===== config.mk =====
export PLATFORM = sky130hd
export DESIGN_NAME = inactive_aging_scheduler
export DESIGN_NICKNAME = d
export VERILOG_FILES = /design/src/design/ias_pkg.sv /design/src/design/inactive_aging_scheduler.sv
export VERILOG_INCLUDE_DIRS = /design/src /design/src/design
export SDC_FILE = /design/constraint.sdc
export NUM_CORES = 1
export LEC_CHECK = 0
export BUFFER_PORTS_ARGS = -buffer_cell sky130_fd_sc_hd__buf_2
export CAP_MARGIN = 0
export CELL_PAD_IN_SITES_DETAIL_PLACEMENT = 1
export CELL_PAD_IN_SITES_GLOBAL_PLACEMENT = 2
export CORE_UTILIZATION = 39
export DETAILED_ROUTE_END_ITERATION = 12
export PLACE_DENSITY_LB_ADDON = 0.1
export SYNTH_ARGS = -nofsm -noshare
export SYNTH_HDL_FRONTEND = slang
export SYNTH_SLANG_ARGS = --single-unit

===== constraint.sdc =====
create_clock -name aclk -period 7.5 [get_ports aclk]
set_input_delay 0.75 -clock aclk [delete_from_list [all_inputs] [get_ports aclk]]
set_output_delay 0.75 -clock aclk [all_outputs]
set_load 0.05 [all_outputs]

===== src/design/inactive_aging_scheduler_macros.svh =====
// assertion helpers shared by the scheduler
`ifndef INACTIVE_AGING_SCHEDULER_MACROS_SVH
`define INACTIVE_AGING_SCHEDULER_MACROS_SVH

// same-cycle implication, checked out of reset
`define IAS_ASSERT_NOW(label, ante, cons, msg) \
    label: assert property (@(posedge aclk) disable iff (!aresetn) \
        (ante) |-> (cons)) else $error(msg);

// next-cycle implication, checked out of reset
`define IAS_ASSERT_NEXT(label, ante, cons, msg) \
    label: assert property (@(posedge aclk) disable iff (!aresetn) \
        (ante) |=> (cons)) else $error(msg);

`endif


===== src/design/ias_pkg.sv =====
`default_nettype none

package ias_pkg;

    localparam int SLOT_W = 3;
    localparam int PRIO_W = 8;
    localparam int MAX_SLOTS = 8;

    // request codes
    localparam logic [1:0] FUNC_SCHED   = 2'd0;
    localparam logic [1:0] FUNC_CLR_ONE = 2'd1;
    localparam logic [1:0] FUNC_CLR_ALL = 2'd2;

    typedef logic [2:0] step_t;

    // program addresses
    localparam step_t STEP_WAIT = 3'd0;
    localparam step_t STEP_AGE  = 3'd1;
    localparam step_t STEP_PICK = 3'd2;
    localparam step_t STEP_CLR1 = 3'd3;
    localparam step_t STEP_CLRA = 3'd4;
    localparam step_t STEP_OUT  = 3'd5;

    typedef enum logic [2:0] {
        SEQ_GOTO     = 3'd0,
        SEQ_DISPATCH = 3'd1,
        SEQ_LOOP     = 3'd2,
        SEQ_WAITOUT  = 3'd3
    } seq_t;

    typedef struct packed {
        logic  take;
        logic  age;
        logic  pick;
        logic  clr1;
        logic  clra;
        logic  emit;
        seq_t  seq;
        step_t target;
    } uword_t;

    function automatic uword_t ucode_rom(input step_t addr);
        uword_t w;
        w = '{take: 1'b0, age: 1'b0, pick: 1'b0, clr1: 1'b0, clra: 1'b0,
              emit: 1'b0, seq: SEQ_GOTO, target: STEP_WAIT};
        case (addr)
            STEP_WAIT: begin
                w.take = 1'b1;
                w.seq  = SEQ_DISPATCH;
            end
            STEP_AGE: begin
                w.age    = 1'b1;
                w.seq    = SEQ_LOOP;
                w.target = STEP_PICK;
            end
            STEP_PICK: begin
                w.pick   = 1'b1;
                w.target = STEP_OUT;
            end
            STEP_CLR1: begin
                w.clr1   = 1'b1;
                w.target = STEP_OUT;
            end
            STEP_CLRA: begin
                w.clra   = 1'b1;
                w.target = STEP_OUT;
            end
            STEP_OUT: begin
                w.emit   = 1'b1;
                w.seq    = SEQ_WAITOUT;
                w.target = STEP_WAIT;
            end
            default: begin
                w.target = STEP_WAIT;
            end
        endcase
        return w;
    endfunction

endpackage

`default_nettype wire


===== src/design/inactive_aging_scheduler.sv =====
`default_nettype none
// Aging slot scheduler. Each request on the s_ channel carries a function code
// in s_tuser: schedule, clear one slot's age, or clear all ages. A schedule
// request ages every ready slot from 1 upward except the running one by its
// 8-bit priority (saturating at AGE_BITS), picks the ready slot with the
// greatest age (ties to the higher priority, then the lower index), resets
// that slot's age to its priority and returns it; with no ready slot it
// returns idle slot 0 with the idle flag set. Every request yields exactly one
// result. A small microcode program steps a shared add/saturate/compare unit
// through one slot per cycle: a schedule request runs the AGE scan over slots
// 1 to NUM_SLOTS-1, then PICK, then OUT; a clear request runs CLR1 or CLRA,
// then OUT. OUT waits until the output register is free, and the next request
// is accepted the cycle after the result is loaded into it. Ages are zero after reset.

`include "inactive_aging_scheduler_macros.svh"

module inactive_aging_scheduler #(
    parameter int NUM_SLOTS = 8,
    parameter int AGE_BITS  = 16
) (
    input  wire logic        aclk,
    input  wire logic        aresetn,
    // request channel
    input  wire logic        s_tvalid,
    output logic             s_tready,
    // current_slot[2:0], ready_mask[10:3], priority_set[74:11],
    // target_slot[77:75], zero fill [79:78]
    input  wire logic [79:0] s_tdata,
    // func[1:0]
    input  wire logic [1:0]  s_tuser,
    // result channel
    output logic             m_tvalid,
    input  wire logic        m_tready,
    // next_slot[2:0], zero fill [7:3]
    output logic [7:0]       m_tdata,
    // chose_idle[0]
    output logic [0:0]       m_tuser
);

    localparam int IDX_W = $clog2(NUM_SLOTS);
    localparam int SLOT_W = ias_pkg::SLOT_W;
    localparam int PRIO_W = ias_pkg::PRIO_W;
    localparam logic [IDX_W-1:0] LAST_IDX  = IDX_W'(NUM_SLOTS - 1);
    localparam logic [IDX_W-1:0] FIRST_IDX = IDX_W'(1);
    localparam logic [SLOT_W:0]  SLOT_LIMIT = (SLOT_W+1)'(NUM_SLOTS);
    localparam logic [AGE_BITS-1:0] AGE_MAX = '1;

    // microcode sequencer
    ias_pkg::step_t step_reg, step_next;
    ias_pkg::uword_t uw;

    // latched request
    logic [1:0]        func_reg;
    logic [SLOT_W-1:0] cur_reg;
    logic [7:0]        ready_reg;
    logic [63:0]       prio_reg;
    logic [SLOT_W-1:0] target_reg;

    // slot scan state
    logic [IDX_W-1:0]    idx_reg, idx_next;
    logic                found_reg, found_next;
    logic [IDX_W-1:0]    best_reg, best_next;
    logic [AGE_BITS-1:0] best_age_reg, best_age_next;
    logic [PRIO_W-1:0]   best_prio_reg, best_prio_next;

    // pending result and output register
    logic [SLOT_W-1:0] res_slot_reg, res_slot_next;
    logic              res_idle_reg, res_idle_next;
    logic              m_tvalid_reg, m_tvalid_next;
    logic [SLOT_W-1:0] m_slot_reg;
    logic              m_idle_reg;

    // age store, one entry per slot
    logic [AGE_BITS-1:0] age_reg [NUM_SLOTS];

    logic                accept;
    logic                out_free;
    logic [SLOT_W-1:0]   idx_slot;
    logic [PRIO_W-1:0]   prio_arr [ias_pkg::MAX_SLOTS];
    logic [PRIO_W-1:0]   cur_prio;
    logic [AGE_BITS-1:0] cur_age;
    logic [AGE_BITS:0]   age_sum;
    logic [AGE_BITS-1:0] new_age;
    logic                slot_ready;
    logic                do_aging;
    logic                better;
    logic                target_ok;

    assign uw       = ias_pkg::ucode_rom(step_reg);
    assign s_tready = uw.take;
    assign accept   = s_tvalid && s_tready;
    assign out_free = !m_tvalid_reg || m_tready;

    assign m_tvalid = m_tvalid_reg;
    assign m_tdata  = {5'd0, m_slot_reg};
    assign m_tuser  = m_idle_reg;

    // unpack priorities
    always_comb begin
        for (int i = 0; i < ias_pkg::MAX_SLOTS; i++) begin
            prio_arr[i] = prio_reg[PRIO_W*i +: PRIO_W];
        end
    end

    // shared add / saturate / compare unit for the slot under scan
    assign idx_slot   = SLOT_W'(idx_reg);
    assign cur_prio   = prio_arr[idx_slot];
    assign cur_age    = age_reg[idx_reg];
    assign slot_ready = ready_reg[idx_slot];
    assign do_aging   = uw.age && slot_ready && (idx_slot != cur_reg);
    assign age_sum    = {1'b0, cur_age} + (AGE_BITS+1)'(cur_prio);
    // only an aged slot can saturate, the others keep their age
    assign new_age    = !do_aging ? cur_age :
                        (age_sum[AGE_BITS] ? AGE_MAX : age_sum[AGE_BITS-1:0]);
    // strict compares keep the lower index on a full tie
    assign better     = !found_reg || (new_age > best_age_reg) ||
                        ((new_age == best_age_reg) && (cur_prio > best_prio_reg));
    assign target_ok  = {1'b0, target_reg} < SLOT_LIMIT;

    // step counter with conditional jumps
    always_comb begin
        step_next = step_reg;
        case (uw.seq)
            ias_pkg::SEQ_GOTO: begin
                step_next = uw.target;
            end
            ias_pkg::SEQ_DISPATCH: begin
                if (accept) begin
                    case (s_tuser)
                        ias_pkg::FUNC_SCHED:   step_next = ias_pkg::STEP_AGE;
                        ias_pkg::FUNC_CLR_ONE: step_next = ias_pkg::STEP_CLR1;
                        ias_pkg::FUNC_CLR_ALL: step_next = ias_pkg::STEP_CLRA;
                        default:               step_next = ias_pkg::STEP_OUT;
                    endcase
                end
            end
            ias_pkg::SEQ_LOOP: begin
                if (idx_reg == LAST_IDX) begin
                    step_next = uw.target;
                end
            end
            ias_pkg::SEQ_WAITOUT: begin
                if (out_free) begin
                    step_next = uw.target;
                end
            end
            default: begin
                step_next = ias_pkg::STEP_WAIT;
            end
        endcase
    end

    // scan datapath
    always_comb begin
        idx_next       = idx_reg;
        found_next     = found_reg;
        best_next      = best_reg;
        best_age_next  = best_age_reg;
        best_prio_next = best_prio_reg;
        res_slot_next  = res_slot_reg;
        res_idle_next  = res_idle_reg;
        if (accept) begin
            idx_next      = FIRST_IDX;
            found_next    = 1'b0;
            res_slot_next = '0;
            res_idle_next = 1'b0;
        end
        if (uw.age) begin
            if (idx_reg != LAST_IDX) begin
                idx_next = idx_reg + FIRST_IDX;
            end
            if (slot_ready && better) begin
                found_next     = 1'b1;
                best_next      = idx_reg;
                best_age_next  = new_age;
                best_prio_next = cur_prio;
            end
        end
        if (uw.pick) begin
            res_slot_next = found_reg ? SLOT_W'(best_reg) : '0;
            res_idle_next = !found_reg;
        end
    end

    // output register takes the result when the far side is free
    always_comb begin
        m_tvalid_next = m_tvalid_reg;
        if (m_tready) begin
            m_tvalid_next = 1'b0;
        end
        if (uw.emit && out_free) begin
            m_tvalid_next = 1'b1;
        end
    end

    always_ff @(posedge aclk) begin
        if (!aresetn) begin
            step_reg     <= ias_pkg::STEP_WAIT;
            m_tvalid_reg <= 1'b0;
            found_reg    <= 1'b0;
        end else begin
            step_reg     <= step_next;
            m_tvalid_reg <= m_tvalid_next;
            found_reg    <= found_next;
        end
    end

    // payload registers
    always_ff @(posedge aclk) begin
        if (accept) begin
            func_reg   <= s_tuser;
            cur_reg    <= s_tdata[2:0];
            ready_reg  <= s_tdata[10:3];
            prio_reg   <= s_tdata[74:11];
            target_reg <= s_tdata[77:75];
        end
        idx_reg       <= idx_next;
        best_reg      <= best_next;
        best_age_reg  <= best_age_next;
        best_prio_reg <= best_prio_next;
        res_slot_reg  <= res_slot_next;
        res_idle_reg  <= res_idle_next;
        if (uw.emit && out_free) begin
            m_slot_reg <= res_slot_reg;
            m_idle_reg <= res_idle_reg;
        end
    end

    // age store: one scan write, one pick write or a clear per step
    always_ff @(posedge aclk) begin
        if (!aresetn || uw.clra) begin
            for (int i = 0; i < NUM_SLOTS; i++) begin
                age_reg[i] <= '0;
            end
        end else begin
            if (uw.age) begin
                age_reg[idx_reg] <= new_age;
            end
            if (uw.pick && found_reg) begin
                age_reg[best_reg] <= AGE_BITS'(best_prio_reg);
            end
            if (uw.clr1 && target_ok) begin
                age_reg[target_reg[IDX_W-1:0]] <= '0;
            end
        end
    end

    // a sequential block: no new request right after one is taken
    `IAS_ASSERT_NEXT(a_one_at_a_time, s_tvalid && s_tready, !s_tready, "request overlap")
    // an idle result never names a slot
    `IAS_ASSERT_NOW(a_idle_slot_zero, m_tvalid_reg && m_idle_reg, m_slot_reg == '0, "idle slot")
    // a non-schedule request leaves the result at zero
    `IAS_ASSERT_NOW(a_clear_zero, uw.emit && (func_reg != ias_pkg::FUNC_SCHED), (res_slot_reg == '0) && !res_idle_reg, "clear result")
    // the result only appears out of the emit step
    `IAS_ASSERT_NOW(a_emit_src, $rose(m_tvalid_reg), $past(step_reg) == ias_pkg::STEP_OUT, "stray result")

endmodule

`default_nettype wire

==> flow_summary.yaml <==
run_status:
  status: "finished, violations left"
  violations: "design-rule violations"
sta:
  finalSetupTns_ns: 0
  rsz0062_at_grt: "false"
  period_minus_slack_ns: 6.459
  final_hold_viol_count: 0
  setup_viol: 0
  skew_ns: 0.02029
  maxSlewViolCount: 0
  period_share_pct: 86.12
  fmax_mhz: 154.8
  slew_headroom_pct: 27.74
  tightest_slew_ns: 1.081
yosys:
  synth.avg_cell_area_um2: 14.32
  ys_top_cells_by_area: "edfxtp_1 62%, mux4_2 9.3%, nor2_1 4.1%"
  ys_async_sr_fraction_pct: 0
  synth_top_cell_by_area: "edfxtp_1"
  synth_top_family_by_area: "multiplexers"
  yosysTopAreaCellShare_pct: 61.93
  synth_compound_area_share_pct: 5.846
  netlist_instances: 816
  synth_simple_gate_area_share_pct: 10.62
  yosysUniqueCellTypes: 68
  synth_xor_area_share_pct: 0.8995
  synth_adder_area_share_pct: 3.812
  synth_seq_cells: 249
  synth_mux_area_share_pct: 12.53
  ys.flop_type: "edfxtp_1"
  yosysSeqAreaShare_pct: 63.30
  yosysWarnings: 0
  synth_edf_count: 241
  syn-cell-area_mm2: 0.01168
worst_setup_path:
  cp-startpoint: "idx_reg[0]"
  cp_data_required_time_ns: 7.72
  critPathMaxFanout: 39
  cpMostUsedCell: "o21ai_0"
  worstReg2RegStart: "idx_reg[0]"
  slowest_delay_ns: 0.88
  cp_data_arrival_time_ns: 6.68
  r2r-end: "best_age_reg[5]"
  worstSetupStartpointType: "register"
  crit_chain: "mux4_2 > mux2i_1 > inv_1 > ha_1 > fa_1 > a21oi_1 > o211ai_1 > a221o_1 > nand4_4 > o21a_1 > or2_0 > inv_1 > ha_1 > nand4_1 > nor2_1 > o21ai_0 > and4b_1 > o21ai_0 > o21ai_0 > a41oi_2 > buf_12"
  rrSetupSlack_ns: 1.04
  setup.worst_path.class: "register to register"
  r2r_cells: 21
  endpoint: "best_age_reg[5]"
  cpMaxStageDelayCell: "dfxtp_4"
  worstSetupEndpointType: "register"
layout:
  final_cell_mix: "241 x edfxtp_1, 129 x nor2_1, 89 x buf_2, 50 x nand2_1, 48 x mux4_2"
  fin_util_pct: 45.38
  area_growth_pct: 14.81
  nets: 1034
  layout_commonest_cell: "edfxtp_1"
  finish.instance_area_mm2: 0.01342
  insertedDiodeCount: 0
  largest_register_ffs: 128
  drive_gt1_share_pct: 25.56
  final_cells: 1321
placement:
  gp_congestion: 0.7797
  place_area_mm2: 0.01255
  dpl.hpwl_um: 20630
  placed_cells: 1273
  io_buffers: 89
clock_tree:
  cts_setup_buffers: 0
  clk_pin_slew_ns: 0.06
  htree_levels: 1
  cts_resized: 0
  cts.sinks: 249
  clock_latency_ns: 0.54
  postCtsHoldBufs: 0
  clockBufferDepth: 3
  cts_tree: "built"
  cts_root_buffer: "clkbuf_16"
  cts_made_buffers: 28
global_routing:
  grt_pass1_vias: 7954
  overflow: 0
  grt_pass1_wl_um: 46420
  grt_max_degree: 80
  grt_use_total_pct: 20.30
  antenna_found_initial: 0
floorplan:
  ioPinCount: 97
  rows: 63
  die_h_um: 175.1
  die_w_um: 175.1
  dieArea_mm2: 0.03066
  initial_core_util_pct: 39.53
  core_area_mm2: 0.02956
drt:
  antenna_left: 0
  route.detailed.drc: 2
  first_pass_iters: 8
  routed_wl_um: 30250
  num_vias: 7078
  drt-initial-drc-count: 324
  drt-vias-per-instance: 5.358
  wire_per_inst_um: 22.90
pwr:
  p_total_uw: 5615
  power_leakage_uw: 0.004993
  ir_worst_vdd_uv: 224.7
  p_per_area_mw_per_mm2: 418.6
hold_path:
  hold_path_class: "input pin to register"
job:
  maxCapViolations: 0
-- Yosys cell counts, drive strengths merged, types with 7 or more instances --
cell type / instances
o21a: 7
nor2b: 10
mux4: 48
mux2: 23
nor2: 129
xnor2: 7
o21ai: 20
buf: 26
nand2: 50
o21bai: 7
edfxtp: 241
mux2i: 12
nand4: 11
or2: 10
dfxtp: 8
nor3: 25
ha: 34
inv: 38
a21oi: 28
clkbuf: 12
-- where the power goes --
part | internal (uW) | total [uW] | switching, uW
logic | 834 | 2130 | 1290
clock network | 768 | 1310 | 538
registers | 2000 | 2180 | 176
-- stage by stage --
step	hold slack [ns]	setup WS, ns
after CTS	0.3581	0.9395
final	0.3822	1.041
after global placement	0.4143	0.9946
after floorplan	0.4003	0.3789
after global routing	0.3576	0.4572
after detailed placement	0.4071	0.9660
-- how the worst min path moves through the flow --
stage | startpoint | to | slack [ns] | cells past startpoint
after floorplan | res_slot_reg[0] | m_slot_reg[0] | 0.40 | 0
after global placement | res_idle_reg | m_tuser | 0.41 | 0
after detailed placement | res_slot_reg[0] | m_slot_reg[0] | 0.41 | 0
after CTS | s_tdata[43] | prio_reg[32] | 0.36 | 1
after global routing | s_tdata[43] | prio_reg[32] | 0.36 | 1
final | s_tdata[43] | prio_reg[32] | 0.38 | 1
-- layer usage --
layer  up-vias  GRT usage, %  wire, um
li1       3257             -         -
met1      3637         24.63     12500
met2       138         37.25     15690
met3        46         2.720      1165
met4         0         6.159       901
met5         -             0         0
-- logic make-up after synthesis --
| logic type | count (synthesis) |
|---|---|
| buffers and inverters | 76 |
| XOR/XNOR | 12 |
| AO/OA/AOI/OAI | 94 |
| AND/OR/NAND/NOR | 266 |
| adder cells (fa/ha/maj) | 35 |
| flip-flops | 249 |
| multiplexers | 83 |
| other | 1 |
-- layout make-up --
cell class,count,area (um^2)
inverter,38,142.6
clock buffer,34,744.5
sequential,249,7403
fill,3025,16140
timing repair buffer,101,548.0
tap,390,488.0
clock inverter,14,121.4
multi-input combinational,495,3968
-- worst max-delay path: cells and delay by family (launching register included) --
family | cells | cell delay (ns)
flops | 1 | 0.88
compound gates | 8 | 1.82
buf+inv | 3 | 0.50
fa+ha+maj | 3 | 0.99
simple gates | 5 | 1.10
mux | 2 | 0.83
(Power assumes the default switching activity.)
